==> config.mk <==
export PLATFORM = sky130hd
export DESIGN_NAME = stepper_move_phase_sequencer_flat
export DESIGN_NICKNAME = d
export VERILOG_FILES = /design/src/rtl/mps_pkg.sv /design/src/rtl/mps_if.sv /design/src/rtl/mps_core.sv /design/src/rtl/stepper_move_phase_sequencer.sv /design/src/flat_wrapper.sv
export SDC_FILE = /design/constraint.sdc
export NUM_CORES = 1
export LEC_CHECK = 0
export BUFFER_PORTS_ARGS = -buffer_cell sky130_fd_sc_hd__buf_2
export CAP_MARGIN = 30
export CORE_ASPECT_RATIO = 0.75
export CORE_MARGIN = 2
export CORE_UTILIZATION = 45
export DETAILED_ROUTE_END_ITERATION = 16
export PLACE_DENSITY_LB_ADDON = 0.15
export SYNTH_ARGS = -nofsm -noshare
export SYNTH_HDL_FRONTEND = slang
export SYNTH_SLANG_ARGS = --single-unit
==> constraint.sdc <==
create_clock -name clk -period 7.5 [get_ports clk]
set_clock_uncertainty 0.1 [all_clocks]
set_input_delay 0.75 -clock clk [delete_from_list [all_inputs] [get_ports clk]]
set_output_delay 0.75 -clock clk [all_outputs]
set_load 0.02 [all_outputs]
==> src/rtl/mps_pkg.sv <==
`timescale 1ns / 1ps
// Package for the stepper move phase sequencer.
// Holds command, mode and status codes and the item and result types.
package mps_pkg;

  localparam int unsigned STEP_W = 32;
  localparam logic [STEP_W-1:0] ENDLESS_STEPS = '1;
  localparam logic [STEP_W-1:0] RAMP_RESET = STEP_W'(200);

  localparam logic [2:0] CMD_PHASE_DONE = 3'd0;
  localparam logic [2:0] CMD_FIXED      = 3'd1;
  localparam logic [2:0] CMD_PROFILED   = 3'd2;
  localparam logic [2:0] CMD_CONTINUOUS = 3'd3;
  localparam logic [2:0] CMD_RAMP_STOP  = 3'd4;
  localparam logic [2:0] CMD_STOP       = 3'd5;

  localparam logic [1:0] STATUS_OK       = 2'd0;
  localparam logic [1:0] STATUS_ZERO     = 2'd1;
  localparam logic [1:0] STATUS_NOT_IDLE = 2'd2;

  typedef enum logic [1:0] {
    MODE_IDLE   = 2'd0,
    MODE_ACCEL  = 2'd1,
    MODE_CRUISE = 2'd2,
    MODE_DECEL  = 2'd3
  } mode_t;

  typedef struct packed {
    logic [2:0]        command;
    logic [STEP_W-1:0] step_count;
  } mps_item_t;

  typedef struct packed {
    mode_t             phase_start;
    logic [STEP_W-1:0] phase_steps;
    logic              cruise_endless;
    logic              abort_current;
    logic [1:0]        status;
    logic              move_done;
    mode_t             mode_now;
    logic              busy_res;
  } mps_result_t;

endpackage

==> src/rtl/mps_if.sv <==
`timescale 1ns / 1ps
// Channel interfaces of the stepper move phase sequencer.
// Depends on mps_pkg for the step width.
interface mps_cmd_if import mps_pkg::*; ();
  logic              valid;
  logic              ready;
  logic [2:0]        command;
  logic [STEP_W-1:0] step_count;
  modport source (output valid, command, step_count, input ready);
  modport sink (input valid, command, step_count, output ready);
endinterface

interface mps_res_if import mps_pkg::*; ();
  logic              valid;
  logic              ready;
  logic [1:0]        phase_start;
  logic [STEP_W-1:0] phase_steps;
  logic              cruise_endless;
  logic              abort_current;
  logic [1:0]        status;
  logic              move_done;
  logic [1:0]        mode_now;
  logic              busy_res;
  modport source (output valid, phase_start, phase_steps, cruise_endless, abort_current,
                  status, move_done, mode_now, busy_res, input ready);
  modport sink (input valid, phase_start, phase_steps, cruise_endless, abort_current,
                status, move_done, mode_now, busy_res, output ready);
endinterface

interface mps_cfg_if import mps_pkg::*; ();
  logic              valid;
  logic              ready;
  logic [STEP_W-1:0] ramp_steps;
  modport source (output valid, ramp_steps, input ready);
  modport sink (input valid, ramp_steps, output ready);
endinterface

==> src/rtl/mps_core.sv <==
`timescale 1ns / 1ps
// Move state and phase decision logic of the stepper move phase sequencer.
// Depends on mps_pkg; driven by the item register in the top level and feeds its result register.
module mps_core
  import mps_pkg::*;
(
  input  logic              clk,
  input  logic              rst,
  input  logic              step_en,
  input  mps_item_t         item,
  input  logic              cfg_we,
  input  logic [STEP_W-1:0] cfg_data,
  output mps_result_t       result
);

  mode_t             mode, mode_next;
  logic              pending, pending_next;
  logic [STEP_W-1:0] cruise_left, cruise_left_next;
  logic [STEP_W-1:0] decel_length, decel_length_next;
  logic [STEP_W-1:0] ramp_steps, ramp_steps_next;

  logic [STEP_W:0]   twice_ramp;
  logic              short_move;
  logic [STEP_W-1:0] up_steps, down_steps, cruise_steps;

  assign twice_ramp   = {ramp_steps, 1'b0};
  assign short_move   = {1'b0, item.step_count} < twice_ramp;
  assign up_steps     = short_move ? (item.step_count >> 1) : ramp_steps;
  assign down_steps   = short_move ? (item.step_count - up_steps) : ramp_steps;
  assign cruise_steps = short_move ? '0 : (item.step_count - twice_ramp[STEP_W-1:0]);

  always_comb begin
    mode_next         = mode;
    pending_next      = pending;
    cruise_left_next  = cruise_left;
    decel_length_next = decel_length;
    ramp_steps_next   = ramp_steps;
    result            = '0;
    if (step_en) begin
      unique case (item.command)
        CMD_PHASE_DONE: begin
          if (mode == MODE_ACCEL) begin
            if (pending && cruise_left == '0) begin
              result.phase_start = MODE_DECEL;
              result.phase_steps = decel_length;
              mode_next          = MODE_DECEL;
            end else begin
              result.phase_start    = MODE_CRUISE;
              result.phase_steps    = pending ? cruise_left : ENDLESS_STEPS;
              result.cruise_endless = !pending;
              mode_next             = MODE_CRUISE;
            end
          end else if (mode == MODE_CRUISE) begin
            if (pending) begin
              result.phase_start = MODE_DECEL;
              result.phase_steps = decel_length;
              mode_next          = MODE_DECEL;
            end else begin
              mode_next = MODE_IDLE;
            end
          end else begin
            mode_next = MODE_IDLE;
            if (pending) begin
              pending_next      = 1'b0;
              decel_length_next = ramp_steps;
              result.move_done  = 1'b1;
            end
          end
        end
        CMD_FIXED: begin
          if (item.step_count == '0) begin
            result.status = STATUS_ZERO;
          end else if (mode != MODE_IDLE) begin
            result.status = STATUS_NOT_IDLE;
          end else begin
            pending_next       = 1'b0;
            decel_length_next  = ramp_steps;
            result.phase_start = MODE_CRUISE;
            result.phase_steps = item.step_count;
            mode_next          = MODE_CRUISE;
          end
        end
        CMD_PROFILED: begin
          if (item.step_count == '0) begin
            result.status = STATUS_ZERO;
          end else if (mode != MODE_IDLE) begin
            result.status = STATUS_NOT_IDLE;
          end else begin
            pending_next       = 1'b1;
            cruise_left_next   = cruise_steps;
            decel_length_next  = down_steps;
            result.phase_start = MODE_ACCEL;
            result.phase_steps = up_steps;
            mode_next          = MODE_ACCEL;
          end
        end
        CMD_CONTINUOUS: begin
          if (mode != MODE_IDLE) begin
            result.status = STATUS_NOT_IDLE;
          end else begin
            pending_next       = 1'b0;
            decel_length_next  = ramp_steps;
            result.phase_start = MODE_ACCEL;
            result.phase_steps = ramp_steps;
            mode_next          = MODE_ACCEL;
          end
        end
        CMD_RAMP_STOP: begin
          if (mode == MODE_ACCEL || mode == MODE_CRUISE) begin
            result.abort_current = 1'b1;
            result.phase_start   = MODE_DECEL;
            result.phase_steps   = decel_length;
            mode_next            = MODE_DECEL;
          end
        end
        CMD_STOP: begin
          if (mode != MODE_IDLE) begin
            result.abort_current = 1'b1;
            mode_next            = MODE_IDLE;
            pending_next         = 1'b0;
            decel_length_next    = ramp_steps;
          end
        end
        default: begin
        end
      endcase
      result.mode_now = mode_next;
      result.busy_res = (mode_next != MODE_IDLE) || pending_next;
    end else if (cfg_we && mode == MODE_IDLE && !pending) begin
      ramp_steps_next   = cfg_data;
      decel_length_next = cfg_data;
    end
  end

  always_ff @(posedge clk) begin
    if (rst) begin
      mode         <= MODE_IDLE;
      pending      <= 1'b0;
      cruise_left  <= '0;
      decel_length <= RAMP_RESET;
      ramp_steps   <= RAMP_RESET;
    end else begin
      mode         <= mode_next;
      pending      <= pending_next;
      cruise_left  <= cruise_left_next;
      decel_length <= decel_length_next;
      ramp_steps   <= ramp_steps_next;
    end
  end

  a_decel_tracks_ramp: assert property (@(posedge clk) disable iff (rst)
    !pending |-> decel_length == ramp_steps)
    else $error("decel length differs from ramp with no profiled move");

  a_reject_keeps_state: assert property (@(posedge clk) disable iff (rst)
    step_en && result.status != STATUS_OK |=> $stable(mode) && $stable(pending))
    else $error("rejected command changed move state");

  a_done_goes_idle: assert property (@(posedge clk) disable iff (rst)
    step_en && result.move_done |=> mode == MODE_IDLE && !pending)
    else $error("move done left the sequencer busy");

  a_endless_only_unprofiled: assert property (@(posedge clk) disable iff (rst)
    step_en && result.cruise_endless |=> mode == MODE_CRUISE && !pending)
    else $error("endless cruise started on a profiled move");

endmodule

==> src/rtl/stepper_move_phase_sequencer.sv <==
`timescale 1ns / 1ps
// Top level of the stepper move phase sequencer.
// Depends on mps_pkg, the channel interfaces in mps_if and mps_core.
//
// Usage:
//   cmd takes one item per accepted handshake: a command (phase done, fixed
//   run, profiled run, continuous, ramp stop, stop) and a step count.
//   res returns exactly one result item per command item, in order: the
//   phase for the pulse generator to start, its step count, abort, status,
//   move done, the new mode and the busy flag.
//   cfg writes ramp_steps; the write is dropped while a move is in progress.
//   Each accepted item passes the item register, then the result register.
//   Throughput is one item per cycle while res does not stall: these form a
//   two-stage pipeline, and the move state is updated as each item leaves
//   the item register, so each item sees the state its predecessor left.
//   When res stalls, the result is held and one more item is taken into the
//   item register; cmd.ready then drops until res drains.
//   Reset clears both pipeline stages, sets the mode to idle and the ramp
//   length to 200 steps.
module stepper_move_phase_sequencer
  import mps_pkg::*;
(
  input logic     clk,
  input logic     rst,
  mps_cmd_if.sink   cmd,
  mps_res_if.source res,
  mps_cfg_if.sink   cfg
);

  logic        item_valid;
  mps_item_t   item;
  logic        res_valid;
  mps_result_t res_data;
  mps_result_t result;
  logic        advance;
  logic        step_en;

  assign advance   = !res_valid || res.ready;
  assign step_en   = item_valid && advance;
  assign cmd.ready = !item_valid || advance;
  assign cfg.ready = !step_en;

  mps_core u_core (
    .clk      (clk),
    .rst      (rst),
    .step_en  (step_en),
    .item     (item),
    .cfg_we   (cfg.valid && cfg.ready),
    .cfg_data (cfg.ramp_steps),
    .result   (result)
  );

  always_ff @(posedge clk) begin
    if (rst) begin
      item_valid <= 1'b0;
      res_valid  <= 1'b0;
    end else begin
      if (cmd.valid && cmd.ready) begin
        item_valid <= 1'b1;
      end else if (advance) begin
        item_valid <= 1'b0;
      end
      if (advance) begin
        res_valid <= item_valid;
      end
    end
  end

  always_ff @(posedge clk) begin
    if (cmd.valid && cmd.ready) begin
      item.command    <= cmd.command;
      item.step_count <= cmd.step_count;
    end
    if (step_en) begin
      res_data <= result;
    end
  end

  assign res.valid          = res_valid;
  assign res.phase_start    = res_data.phase_start;
  assign res.phase_steps    = res_data.phase_steps;
  assign res.cruise_endless = res_data.cruise_endless;
  assign res.abort_current  = res_data.abort_current;
  assign res.status         = res_data.status;
  assign res.move_done      = res_data.move_done;
  assign res.mode_now       = res_data.mode_now;
  assign res.busy_res       = res_data.busy_res;

endmodule

==> src/flat_wrapper.sv <==
// flat-port wrapper written by rule: the top's interface ports become plain ports
module stepper_move_phase_sequencer_flat import mps_pkg::*;
  (clk, rst, cmd_valid, cmd_command, cmd_step_count, cmd_ready, res_valid, res_phase_start, res_phase_steps, res_cruise_endless, res_abort_current, res_status, res_move_done, res_mode_now, res_busy_res, res_ready, cfg_valid, cfg_ramp_steps, cfg_ready);
  mps_cmd_if cmd_i ();
  mps_res_if res_i ();
  mps_cfg_if cfg_i ();
  input logic clk;
  input logic rst;
  input wire logic [$bits(cmd_i.valid)-1:0] cmd_valid;
  input wire logic [$bits(cmd_i.command)-1:0] cmd_command;
  input wire logic [$bits(cmd_i.step_count)-1:0] cmd_step_count;
  output wire logic [$bits(cmd_i.ready)-1:0] cmd_ready;
  output wire logic [$bits(res_i.valid)-1:0] res_valid;
  output wire logic [$bits(res_i.phase_start)-1:0] res_phase_start;
  output wire logic [$bits(res_i.phase_steps)-1:0] res_phase_steps;
  output wire logic [$bits(res_i.cruise_endless)-1:0] res_cruise_endless;
  output wire logic [$bits(res_i.abort_current)-1:0] res_abort_current;
  output wire logic [$bits(res_i.status)-1:0] res_status;
  output wire logic [$bits(res_i.move_done)-1:0] res_move_done;
  output wire logic [$bits(res_i.mode_now)-1:0] res_mode_now;
  output wire logic [$bits(res_i.busy_res)-1:0] res_busy_res;
  input wire logic [$bits(res_i.ready)-1:0] res_ready;
  input wire logic [$bits(cfg_i.valid)-1:0] cfg_valid;
  input wire logic [$bits(cfg_i.ramp_steps)-1:0] cfg_ramp_steps;
  output wire logic [$bits(cfg_i.ready)-1:0] cfg_ready;
  assign cmd_i.valid = cmd_valid;
  assign cmd_i.command = cmd_command;
  assign cmd_i.step_count = cmd_step_count;
  assign cmd_ready = cmd_i.ready;
  assign res_valid = res_i.valid;
  assign res_phase_start = res_i.phase_start;
  assign res_phase_steps = res_i.phase_steps;
  assign res_cruise_endless = res_i.cruise_endless;
  assign res_abort_current = res_i.abort_current;
  assign res_status = res_i.status;
  assign res_move_done = res_i.move_done;
  assign res_mode_now = res_i.mode_now;
  assign res_busy_res = res_i.busy_res;
  assign res_i.ready = res_ready;
  assign cfg_i.valid = cfg_valid;
  assign cfg_i.ramp_steps = cfg_ramp_steps;
  assign cfg_ready = cfg_i.ready;
  stepper_move_phase_sequencer u_core (.clk(clk), .rst(rst), .cmd(cmd_i), .res(res_i), .cfg(cfg_i));
endmodule
After elaboration in Yosys (flattened, before gate mapping)

Index checks and enable logic that the tools add are counted.

Output and inout port bits: 45
Bits in registers: 178
Bits of input ports: 72

Muxes and demuxes: 56
Order comparisons: 1
Bitwise logic cells: 5
Equal/unequal tests: 15
Reductions and logical operators: 28
Add/subtract/negate cells: 2

Operators by type and width:

| operator                                                                 | count |
|---|---|
| 32-bit 2-to-1 mux                                                        | 14 |
| 34-bit 2-to-1 mux                                                        | 6 |
| 34-bit case mux with 5 select lines                                      | 1 |
| 32-bit case mux with 5 select lines                                      | 1 |
| 33-bit 2-to-1 mux                                                        | 4 |
| 32-bit logical NOT                                                       | 2 |
| 32-bit subtractor                                                        | 2 |
| 32-bit by 33-bit < comparator with 1-bit output                          | 1 |
| 2-bit 2-to-1 mux                                                         | 12 |
| 3-bit inequality test (second input constant)                            | 7 |
| 1-bit 2-to-1 mux                                                         | 14 |
| 2-bit case mux with 6 select lines                                       | 1 |
| 9-bit AND reduction                                                      | 1 |
| 2-bit nonzero test                                                       | 4 |
| 3-bit by 2-bit == test with 1-bit output (second input constant)         | 2 |
| 3-bit == test (second input constant)                                    | 2 |
| 1-bit logical AND                                                        | 6 |
| 6-bit by 1-bit inequality test with 1-bit output (second input constant) | 1 |
| 3-bit OR reduction                                                       | 2 |
| 1-bit NOT                                                                | 5 |
| 1-bit case mux with 5 select lines                                       | 1 |
| 1-bit logical NOT                                                        | 4 |
| 1-bit logical OR                                                         | 4 |
| 2-bit case mux with 2 select lines                                       | 1 |
| other kinds (9)                                                          | 9 |

Depth between registers and ports, before layout

Gate-level depths: netlist of the first run.

Depth after elaboration: 9
Gate-level depth with buffers: 25
Gate-level depth less buffers: 24

By module

A second synthesis of the first run with hierarchy kept.

Cell total of the unflattened synthesis: 1397
Area, all modules: 11743.8 um^2

By module, submodules not included:

| module                       | area each (um^2) | cells each | seq. area each (um^2) | instances |
|---|---|---|---|---|
| mps_core                     | 9332.7           | 1308       | 1981.9                | 1 |
| stepper_move_phase_sequencer | 2411.1           | 89         | 2352.3                | 1 |

Worst setup path before layout of the first run

Ideal clock, no wire load.

Path type: register to register
From: register u_core.item[1] (netlist name)
To: register u_core.u_core.decel_length[20]
Arrival time: 5.060 ns
Clock period less this slack: 5.263 ns
Buffers on the path: 1
Slack: 2.237 ns
Stages on the path, launching flop included: 25
Data required time: 7.297 ns
Cell sequence: edfxtp_1 > inv_1 > ha_1 > inv_1 > fa_1 > a211oi_1 > o21a_1 > a211o_1 > and4bb_1 > o211a_1 > o21ai_2 > buf_4 > o21ai_0 > ha_1 > inv_1 > fa_1 > a21oi_1 > o21ai_0 > a31o_2 > a2111oi_0 > o31ai_1 > xnor2_1 > nor2_1 > a21oi_1 > a2111oi_2

Cells in the longest elaborated chain, start to end: 8

Ends and longest elaborated chain:

| item                                            | RTL line        | RTL |
|---|---|---|
| 32-bit by 33-bit < comparator with 1-bit output | mps_core.sv:27  | `assign short_move = {1'b0, item.step_count} < twice_ramp;` |
| 32-bit 2-to-1 mux                               | mps_core.sv:28  | `assign up_steps = short_move ? (item.step_count >> 1) : ramp_steps;` |
| 32-bit subtractor                               | mps_core.sv:29  | `assign down_steps = short_move ? (item.step_count - up_steps) : ramp_steps;` |
| 32-bit 2-to-1 mux                               | mps_core.sv:29  |  |
| 32-bit 2-to-1 mux                               | mps_core.sv:86  | `end else if (mode != MODE_IDLE) begin` |
| 32-bit 2-to-1 mux                               | mps_core.sv:84  | `if (item.step_count == '0) begin` |
| 32-bit case mux with 5 select lines             | mps_core.sv:40  | `unique case (item.command)` |
| 32-bit 2-to-1 mux                               | mps_core.sv:39  | `if (step_en) begin` |
| end signal: assignment                          | mps_core.sv:146 | `decel_length <= decel_length_next;` |
| end: declaration                                | mps_core.sv:19  | `logic [STEP_W-1:0] decel_length, decel_length_next;` |

Several ways; a longest one is shown, not always the timed one. The select of a mux whose other input is x is not followed.
A chain may end at the register's enable or synchronous reset.

Worst setup path in the final report of the first run

From: register u_core.item[1] (netlist name)
To: register u_core.u_core.decel_length[20]

Cells in the longest elaborated chain, start to end: 8

Ends and longest elaborated chain:

| item                                            | RTL line |
|---|---|
| 32-bit by 33-bit < comparator with 1-bit output | mps_core.sv:27 |
| 32-bit 2-to-1 mux                               | mps_core.sv:28 |
| 32-bit subtractor                               | mps_core.sv:29 |
| 32-bit 2-to-1 mux                               | mps_core.sv:29 |
| 32-bit 2-to-1 mux                               | mps_core.sv:86 |
| 32-bit 2-to-1 mux                               | mps_core.sv:84 |
| 32-bit case mux with 5 select lines             | mps_core.sv:40 |
| 32-bit 2-to-1 mux                               | mps_core.sv:39 |

Several ways; a longest one is shown, not always the timed one. The select of a mux whose other input is x is not followed.

==> results of run 1 <==
[state kept, by name, summed over array words and instances, names as in the netlist, 2 cells and up]
name	count
u_core.u_core.cruise_left	32
u_core.item	35
u_core.u_core.ramp_steps	32
u_core.u_core.mode	2
u_core.u_core.decel_length	32
u_core.res.status	2
u_core.res.mode_now	2
u_core.res.phase_start	2
u_core.res.phase_steps	32
[cell type report]
class                      count  area, sq um
clock inverter                12         92.6
tap                          338          423
inverter                      52          196
sequential                   178         4330
timing repair buffer         132          736
clock buffer                  20          478
fill                        2441        12100
multi-input combinational   1026         6690
[cell usage in the layout, fill, tap and decap left out, types with 15 or more instances in the layout]
cell type	n
a21oi_1	125
buf_4	15
dfxtp_1	101
o21ai_0	67
xor2_1	28
a21o_1	20
ha_1	66
o211ai_1	41
nand2_1	183
edfxtp_1	77
inv_1	51
xnor2_1	29
nand2b_1	48
mux2i_1	33
nor3_1	27
nor2_1	89
nand3_1	33
buf_2	115
nor4_1	15
a222oi_1	32
a211oi_1	24
clkbuf_16	18
[kinds of logic after synthesis]
logic type,Yosys count,share of synthesized area
multiplexers,33,0.0287
AO/OA/AOI/OAI,404,0.239
XOR/XNOR,57,0.0434
flip-flops,178,0.377
AND/OR/NAND/NOR,464,0.190
adder cells (fa/ha/maj),68,0.0752
buffers and inverters,132,0.0465
[routing by layer]
layer,share of wire,up-vias,GRT usage
met1,0.50,5151,0.403
met5,0.00037,-,0
li1,-,5087,-
met3,0.068,45,0.0476
met2,0.42,415,0.388
met4,0.016,2,0.0641
[per-stage QoR]
stage	power, W	hold slack [ns]	instances	util	setup slack, ns
finish	0.00284	0.363	1758	0.517	1.15
global route	0.00298	0.358	1758	0.517	0.789
CTS	0.00284	0.356	1758	0.517	1.22
detailed placement	0.00195	0.352	1726	0.495	1.29
global placement	0.00194	0.342	1725	0.493	1.48
floorplan	0.00173	0.325	1336	-	2.24
[path summary, 6_finish.rpt]
path	endpoint	slack, ns
worst max-delay path	u_core.u_core.decel_length[20]	1.15
worst min-delay path	u_core.u_core.decel_length[1]	0.36
worst max register to register	u_core.u_core.decel_length[20]	1.15
worst min register to register	u_core.u_core.decel_length[1]	0.36
[worst max-delay path, delay by kind of cell, from the launching register on]
kind	cells	cell delay, ns
fa+ha+maj	3	0.76
simple gates	2	0.32
mux	1	0.30
buf+inv	3	0.52
compound gates	12	3.59
xor+xnor	1	0.18
flops	1	0.46
[power by group through the flow]
stage | combinational, W | clock, W | sequential, W
after floorplan | 0.000587 | 0 | 0.00115
after global placement | 0.000797 | 0 | 0.00115
after detailed placement | 0.000802 | 0 | 0.00115
after CTS | 0.000809 | 0.000900 | 0.00113
after global routing | 0.000901 | 0.000939 | 0.00114
final | 0.000819 | 0.000889 | 0.00113
==> impl_metrics.env, run 1 <==
export IMPL_ys_top_cells_by_count="183 x nand2_1, 125 x a21oi_1, 101 x dfxtp_1"
export IMPL_grt_first_pass_wirelength_mm=56.2
export IMPL_synth_most_common_cell="nand2_1"
export IMPL_cp_arrival_ns=6.59
export IMPL_cellPowerDensity_mw_per_mm2=219
export IMPL_peak_supply_drop_uv=175
export IMPL_per_instance_average_area_after_synthesis_sq_um=8.62
export IMPL_route_antenna_remaining_nets=0
export IMPL_gp_congestion=0.977
export IMPL_period_share=0.847
export IMPL_worst_endpoint_required_ns=7.74
export IMPL_nets=1547
export IMPL_totalNegativeSetupSlack_ns=0
export IMPL_setup_violations=0
export IMPL_post_cts_setup_buffers=0
export IMPL_antenna_found_initial=1
export IMPL_finish_instance_area_sq_mm=0.0129
export IMPL_placement_io_buffers=116
export IMPL_number_of_synthesized_register_bits=178
export IMPL_slew_viol_final=0
export IMPL_place_hpwl_mm=25.1
export IMPL_die_y_um=143
export IMPL_final_min_clock_period_ns=6.35
export IMPL_antenna_cells_inserted=0
export IMPL_synth_top_area_frac=0.201
export IMPL_detailedRoute_firstIterationViolations=1527
export IMPL_critical_path_max_fanout=50
export IMPL_h_tree_depth=4
export IMPL_insertion_delay_ns=0.45
export IMPL_core_region_area_sq_mm=0.0250
export IMPL_hold_viol=0
export IMPL_placedInstanceArea_sq_mm=0.0124
export IMPL_yosys_top_cells_area="edfxtp_1 20%, dfxtp_1 18%, ha_1 7.2%, nand2_1 6.0%, a21oi_1 5.4%"
export IMPL_rsz_0062_raised_after_global_routing="no"
export IMPL_cts_made_buffers=17
export IMPL_drt_total_wl_mm=35.6
export IMPL_critical_path_startpoint_type="flip-flop"
export IMPL_cell_internal_pwr_w=0.00185
export IMPL_wire_per_inst_um=20.2
export IMPL_clkSinkCount=178
export IMPL_routed_via_density=6.09
export IMPL_p_switching_w=0.000982
export IMPL_outcome="completed"
export IMPL_placementRows=50
export IMPL_synth_sequential_area_ratio=0.377
export IMPL_globalRoute_totalOverflow=0
export IMPL_worst_pin_slew_ns=1.02
export IMPL_yosys_most_used_dff="dfxtp_1"
export IMPL_layout_cell_share_with_drive_strength_beyond_1=0.132
export IMPL_worstSetupPathType="flip-flop to flip-flop"
export IMPL_cellLeakagePower_nw=4.93
export IMPL_postCtsHoldBufs=0
export IMPL_firstDrtPassIters=8
export IMPL_yosysUniqueCellTypes=71
export IMPL_power_frac_clock=0.313
export IMPL_synth_edff_count=77
export IMPL_power_share_switching=0.346
export IMPL_netlist_area_sq_mm=0.0115
export IMPL_seq_power_share=0.398
export IMPL_critPathMaxStageDelay_ns=0.83
export IMPL_cts_tree="yes"
export IMPL_hold_path_startpoint="u_core.u_core.decel_length[1]"
export IMPL_yosysWarnings=0
export IMPL_drv_max_cap_violation_count=0
export IMPL_post_cts_resized_instances=0
export IMPL_synthCells=1336
export IMPL_type_of_element_capturing_the_critical_path="flip-flop"
export IMPL_die_area_sq_mm=0.0269
export IMPL_cts_reportedPaths_clkPinSlew_ns=0.08
export IMPL_clock_root_buffer="clkbuf_16"
export IMPL_grt_max_degree=57
export IMPL_grt_pass1_vias=9921
export IMPL_fmax_mhz=157
export IMPL_synth_nets=1476
export IMPL_ys_async_sr_fraction=0
export IMPL_detailroute_via_count=10700
export IMPL_cp_cell_sequence="inv_1 > ha_1 > inv_1 > fa_1 > a211oi_1 > o21a_1 > a211o_1 > and4bb_1 > o211a_1 > o21ai_4 > buf_12 > mux2i_1 > ha_1 > a21oi_1 > o211ai_1 > a31o_2 > a2111oi_0 > o31ai_1 > xnor2_1 > nor2_1 > a21oi_1 > a2111oi_2"
export IMPL_reg2reg_depth=22
export IMPL_area_growth_pct=12.5
export IMPL_combinationalPowerShare=0.289
export IMPL_max_clock_path_buffers=2
export IMPL_grt_util_all_layers=0.266
export IMPL_drc=0
export IMPL_start_util=0.460
export IMPL_hold_path_class="flip-flop to flip-flop"
export IMPL_yosysTopAreaCell="edfxtp_1"
export IMPL_r2r_start="u_core.item[1]"
export IMPL_hold_path_depth=2
export IMPL_slew_headroom=0.316
export IMPL_pin_count=117
export IMPL_origin_of_the_worst_setup_path="u_core.item[1]"
export IMPL_worst_path_max_delay_cell="a2111oi_0"
export IMPL_die_width_um=189
No activity file was read; power rests on OpenSTA's default activity.
==> inputs of run 2 (changes only) <==
==> constraint.sdc (replaced) <==
create_clock -name clk -period 5.1 [get_ports clk]
set_clock_uncertainty 0.1 [all_clocks]
set_input_delay 0.51 -clock clk [delete_from_list [all_inputs] [get_ports clk]]
set_output_delay 0.51 -clock clk [all_outputs]
set_load 0.02 [all_outputs]
==> run 2 against run 1 <==
The run now ends with setup timing left. Worst setup slack got worse by 1.2 ns. Critical path depth rose by 3. Worst hold slack got worse by 0.24 ns. Cell count rose by 14%.
==> impl_metrics.env, run 2 (synthesis gave the netlist of run 1 again) <==
export IMPL_grt_max_degree=62
export IMPL_die_area_sq_mm=0.0269
export IMPL_finish_instance_area_sq_mm=0.0154
export IMPL_place_worst_setup_slack_ns=-0.430
export IMPL_cellLeakagePower_nw=6.19
export IMPL_layout_area_seq_sq_mm=0.00433
export IMPL_slew_viol_final=0
export IMPL_worst_path_max_delay_cell="a2111oi_4"
export IMPL_die_y_um=143
export IMPL_drc=0
export IMPL_cellPowerDensity_mw_per_mm2=316
export IMPL_postLayoutSetupSlackWorst_ns=-0.0633
export IMPL_placement_io_buffers=116
export IMPL_grt_util_all_layers=0.298
export IMPL_num_fill_cells=2194
export IMPL_area_taken_by_multi_input_logic_gates_sq_mm=0.00723
export IMPL_totalNegativeSetupSlack_ns=-0.285
export IMPL_failing_checks="setup timing"
export IMPL_type_of_element_capturing_the_critical_path="flip-flop"
export IMPL_rsz_0062_raised_after_global_routing="yes"
export IMPL_layout_commonest_cell="buf_4"
export IMPL_largest_register="u_core.item"
export IMPL_insertion_delay_ns=0.45
export IMPL_cts_tree="yes"
export IMPL_antenna_found_initial=1
export IMPL_placementRows=50
export IMPL_drt_total_wl_mm=40.5
export IMPL_placedInstanceArea_sq_mm=0.0140
export IMPL_cts_made_buffers=17
export IMPL_worst_endpoint_required_ns=5.36
export IMPL_die_width_um=189
export IMPL_clkSinkCount=178
export IMPL_critPathMaxStageDelay_ns=0.45
export IMPL_area_growth_pct=34.2
export IMPL_worstSetupPathType="flip-flop to flip-flop"
export IMPL_grt_first_pass_wirelength_mm=62.1
export IMPL_pin_count=117
export IMPL_period_share=1.01
export IMPL_most_frequent_cells_in_the_layout="242 x buf_4, 179 x nand2_1, 115 x buf_2, 114 x a21oi_1, 101 x dfxtp_1"
export IMPL_fmax_mhz=194
export IMPL_nets=1789
export IMPL_hold_viol=0
export IMPL_route_antenna_remaining_nets=0
export IMPL_critical_path_max_fanout=3
export IMPL_worst_pin_slew_ns=1.07
export IMPL_gp_congestion=0.920
export IMPL_postCtsHoldBufs=0
export IMPL_cts_reportedPaths_clkPinSlew_ns=0.08
export IMPL_grt_pass1_vias=11032
export IMPL_slew_headroom=0.284
export IMPL_start_util=0.460
export IMPL_drv_max_cap_violation_count=0
export IMPL_wire_per_inst_um=20.3
export IMPL_final_min_clock_period_ns=5.16
export IMPL_max_clock_path_buffers=2
export IMPL_core_region_area_sq_mm=0.0250
export IMPL_clock_root_buffer="clkbuf_16"
export IMPL_detailroute_via_count=11763
export IMPL_path_common_cell="inv_2"
export IMPL_outcome="finished, violations left"
export IMPL_globalRoute_totalOverflow=0
export IMPL_firstDrtPassIters=9
export IMPL_place_hpwl_mm=28.9
export IMPL_detailedRoute_firstIterationViolations=1246
export IMPL_h_tree_depth=4
export IMPL_layout_cell_share_with_drive_strength_beyond_1=0.306
export IMPL_routed_via_density=5.88
export IMPL_peak_supply_drop_uv=273
export IMPL_largest_register_ffs=35
export IMPL_cp_arrival_ns=5.42
export IMPL_hold_path_class="input pin to flip-flop"
export IMPL_antenna_cells_inserted=0
export IMPL_setup_violations=8
export IMPL_critical_path_startpoint_type="flip-flop"
[run 2: changes by cell type in the layout (fill, tap and decap cells not counted), sizes merged]
cell,before,now
clkbuf,20,17
bufinv,0,3
clkinv,7,3
buf,132,374
clkinvlp,0,4
[run 2: cell type report]
cell class,instances,area share
Clock buffer,17,0.0275
Clock inverter,15,0.0128
Inverter,52,0.0127
Multi-Input combinational cell,1026,0.468
Sequential cell,178,0.281
Tap cell,338,0.0274
Timing Repair Buffer,374,0.171
[run 2: metrics by stage]
| step | total power (W) | util | hold slack [ns] | instances |
|---|---|---|---|---|
| after floorplan | 0.00255 | - | 0.325 | 1336 |
| after global placement | 0.00318 | 0.558 | 0.334 | 1940 |
| after detailed placement | 0.00318 | 0.559 | 0.342 | 1941 |
| after CTS | 0.00472 | 0.598 | 0.111 | 1989 |
| after global routing | 0.00509 | 0.617 | 0.117 | 2000 |
| final | 0.00487 | 0.617 | 0.124 | 2000 |
[run 2: what timing repair did]
item | CTS | global route
pin swaps | 20 | 63
setup buffers | 16 | 12
gates cloned | 0 | 0
gates resized for setup | 50 | 80
setup endpoints to repair | 16 | 21
[run 2: power by group]
part	internal [W]	total (W)	switching [W]
logic	0.000835	0.00180	0.000968
registers	0.00158	0.00164	0.0000564
clock network	0.000787	0.00143	0.000647
[run 2: final timing paths]
check | startpoint | slack [ns] | endpoint | depth (start not counted)
hold reg to reg | u_core.u_core.cruise_left[13] | 0.35 | u_core.u_core.cruise_left[13] | 2
setup / recovery | u_core.item[1] | -0.06 | u_core.u_core.decel_length[16] | 25
hold / removal | cmd_step_count[9] | 0.12 | u_core.item[9] | 1
setup reg to reg | u_core.item[1] | -0.06 | u_core.u_core.decel_length[16] | 25
[run 2: per-layer routing]
| layer | vias up | wire length, um | GRT usage |
|---|---|---|---|
| met4 | 2 | 653 | 0.0715 |
| li1 | 5569 | - | - |
| met2 | 494 | 16900 | 0.434 |
| met3 | 56 | 3370 | 0.0604 |
| met5 | - | 13 | 0 |
| met1 | 5642 | 19600 | 0.447 |
[run 2: critical path, delay by kind of cell (launching register included)]
family	cells	cell delay [ns]
buffers and inverters	6	0.62
flip-flops	1	0.41
AND/OR/NAND/NOR	2	0.26
adder cells (fa/ha/maj)	4	1.12
XOR/XNOR	1	0.17
AO/OA/AOI/OAI	12	2.40
==> inputs of run 3 (changes only) <==
--- a/config.mk
+++ b/config.mk
@@ -14,4 +14,5 @@
 export PLACE_DENSITY_LB_ADDON = 0.15
 export SYNTH_ARGS = -nofsm -noshare
 export SYNTH_HDL_FRONTEND = slang
+export SYNTH_HIERARCHICAL = 1
 export SYNTH_SLANG_ARGS = --single-unit
==> run 3 against run 2 <==
The flow now finishes without violations. Worst setup slack better by 0.11 ns. Flip-flop and latch count did not move. Register-to-register slack better by 0.11 ns. Routed wire length grew 4.3%. Core utilization fell by 4.7 points. Non-clock buffer count fell by 85. Sequential power about the same. Critical path depth is the same. Die area grew 2.0%. Critical path type unchanged. Largest cell class unchanged.
==> impl_metrics.env, run 3 <==
export IMPL_outcome="completed"
export IMPL_slew_headroom=0.387
export IMPL_route_antenna_remaining_nets=0
export IMPL_rsz_0062_raised_after_global_routing="yes"
export IMPL_finish_cell_count_without_fillers=1970
export IMPL_core_region_area_sq_mm=0.0258
export IMPL_hold_path_depth=1
export IMPL_insertion_delay_ns=0.46
export IMPL_drv_max_cap_violation_count=0
export IMPL_die_width_um=191
export IMPL_hold_path_class="input pin to flip-flop"
export IMPL_cellLeakagePower_nw=5.65
export IMPL_pin_count=117
export IMPL_fmax_mhz=198
export IMPL_slew_viol_final=0
export IMPL_die_y_um=144
export IMPL_type_of_element_capturing_the_critical_path="flip-flop"
export IMPL_detailroute_via_count=11947
export IMPL_final_min_clock_period_ns=5.05
export IMPL_firstDrtPassIters=6
export IMPL_nets=1752
export IMPL_hold_path_startpoint="cmd_command[2]"
export IMPL_period_share=0.990
export IMPL_drc=0
export IMPL_worst_endpoint_required_ns=5.37
export IMPL_worst_pin_slew_ns=0.911
export IMPL_worstSetupPathType="flip-flop to flip-flop"
export IMPL_most_frequent_cells_in_the_layout="195 x nand2_1, 168 x buf_4, 126 x a21oi_1, 115 x buf_2, 100 x dfxtp_1"
export IMPL_die_area_sq_mm=0.0274
export IMPL_cts_tree="yes"
export IMPL_yosys_top_cells_area="edfxtp_1 20%, dfxtp_1 17%, ha_1 6.9%, nand2_1 6.3%, a21oi_1 5.6%"
export IMPL_yosysUniqueCellTypes=74
export IMPL_layout_cell_share_with_drive_strength_beyond_1=0.237
export IMPL_wire_per_inst_um=21.5
export IMPL_regToRegSetupSlack_ns=0.05
export IMPL_drt_total_wl_mm=42.3
export IMPL_placement_io_buffers=116
export IMPL_ys_top_cells_by_count="196 x nand2_1, 132 x a21oi_1, 101 x dfxtp_1"
export IMPL_cp_arrival_ns=5.32
export IMPL_ys_async_sr_fraction=0
export IMPL_placementRows=51
export IMPL_antenna_cells_inserted=0
export IMPL_yosysWarnings=6
export IMPL_reg2reg_depth=25
export IMPL_grt_pass1_vias=10868
export IMPL_cts_reportedPaths_clkPinSlew_ns=0.08
export IMPL_synth_edff_count=77
export IMPL_synth_most_common_cell="nand2_1"
export IMPL_synth_nets=1536
export IMPL_start_util=0.456
export IMPL_layout_commonest_cell="nand2_1"
export IMPL_area_growth_pct=25.1
export IMPL_max_clock_path_buffers=2
export IMPL_grt_first_pass_wirelength_mm=63.3
export IMPL_cellPowerDensity_mw_per_mm2=311
export IMPL_clkSinkCount=178
export IMPL_critical_path_startpoint_type="flip-flop"
export IMPL_cts_made_buffers=17
export IMPL_clock_root_buffer="clkbuf_16"
export IMPL_hold_viol=0
export IMPL_largest_register_ffs=35
export IMPL_per_instance_average_area_after_synthesis_sq_um=8.41
export IMPL_globalRoute_totalOverflow=0
export IMPL_h_tree_depth=4
export IMPL_routed_via_density=6.06
export IMPL_critical_path_max_fanout=7
export IMPL_synth_sequential_area_ratio=0.369
export IMPL_detailedRoute_firstIterationViolations=1510
export IMPL_grt_max_degree=65
export IMPL_r2r_start="u_core/item[1]"
export IMPL_synthCells=1397
export IMPL_holdPathEnd="u_core/item[34]"
export IMPL_worstReg2RegEnd="u_core/u_core/decel_length[31]"
export IMPL_largest_register="u_core/item"
export IMPL_placedCellCount=1917
export IMPL_finalCoreUtilization=0.570
export IMPL_setup_violations=0
export IMPL_grt_util_all_layers=0.305
export IMPL_number_of_synthesized_register_bits=178
export IMPL_peak_supply_drop_uv=265
export IMPL_synth_top_area_frac=0.197
export IMPL_design_power_total_w=0.00457
export IMPL_antenna_found_initial=0
export IMPL_netlist_area_sq_mm=0.0117
export IMPL_yosys_most_used_dff="dfxtp_1"
export IMPL_place_hpwl_mm=30.0
export IMPL_gp_congestion=0.959
export IMPL_yosysTopAreaCell="edfxtp_1"
[run 3: how the worst max path moves through the flow]
stage | end | from | slack [ns] | depth (start not counted)
after global routing | u_core/u_core/decel_length[30] | u_core/item[1] | -0.20 | 24
after global placement | u_core/u_core/decel_length[30] | u_core/item[1] | -0.05 | 23
final | u_core/u_core/decel_length[31] | u_core/item[1] | 0.05 | 25
after detailed placement | u_core/u_core/decel_length[30] | u_core/item[1] | -0.21 | 23
after CTS | u_core/u_core/decel_length[24] | u_core/item[1] | 0.01 | 23
after floorplan | u_core/u_core/decel_length[30] | u_core/item[1] | 0.02 | 25
[run 3: worst max-delay path: stages (launching register included)]
cell      delay, ns
edfxtp_1       0.41
inv_2          0.11
ha_4           0.14
inv_2          0.03
fa_2           0.34
a211oi_2       0.26
o211a_1        0.29
o21ai_2        0.08
a211oi_2       0.34
o21ai_4        0.17
buf_6          0.19
mux2i_2        0.15
ha_1           0.37
buf_4          0.14
o211ai_1       0.12
a211oi_2       0.24
o21ai_1        0.09
buf_4          0.15
a211oi_4       0.26
nor3_4         0.08
buf_4          0.15
a21oi_4        0.16
a211oi_2       0.09
xor2_1         0.17
nand3_1        0.09
a311oi_1       0.23
[run 3: what timing repair did]
item                                    in CTS  in global routing
hold buffers                                 0                  0
setup buffers                                1                 20
gates cloned                                 0                  1
gates resized for setup                      9                 65
endpoints found under the setup margin      11                 18
pin swaps                                    5                 53
[run 3: routing by layer]
metal / wire length, um / GRT usage / vias up
li1: - / - / 5574
met1: 19200 / 0.450 / 5585
met2: 17200 / 0.436 / 715
met3: 5070 / 0.0796 / 73
met4: 848 / 0.0853 / 0
met5: 0 / 0 / -
[run 3: through the flow]
| stage | setup TNS (ns) | hold WS (ns) | setup slack [ns] | cell area [sq um] |
|---|---|---|---|---|
| finish | 0 | 0.125 | 0.0502 | 14700 |
| global route | -1.29 | 0.109 | -0.205 | 14700 |
| CTS | 0 | 0.108 | 0.0102 | 14200 |
| detailed placement | -0.862 | 0.352 | -0.213 | 13500 |
| global placement | -0.0541 | 0.343 | -0.0541 | 13500 |
| floorplan | 0 | 0.325 | 0.0238 | 11800 |
[run 3: report_power, final]
part	total (W)	switching (W)	internal, W
Clock	0.00139	0.000611	0.000778
Sequential	0.00163	0.0000584	0.00157
Combinational	0.00155	0.000873	0.000678
Total	0.00457	0.00154	0.00303
[run 3: area by class of cell]
cell class	instances	area, sq um
well taps	344	430
repair buffers	289	1940
clock inverters	8	90.1
fillers	2376	11100
inverters	50	188
multi-input cells	1077	7190
flip-flops and latches	178	4340
clock buffers	24	524
[run 3: cell families after synthesis]
group	synth area share
AOI/OAI and AO/OA	0.240
xor gates and xnor gates	0.0403
adders and majority gates	0.0727
buffers and inverters	0.0499
DFF	0.369
muxes	0.0282
and+or+nand+nor	0.200
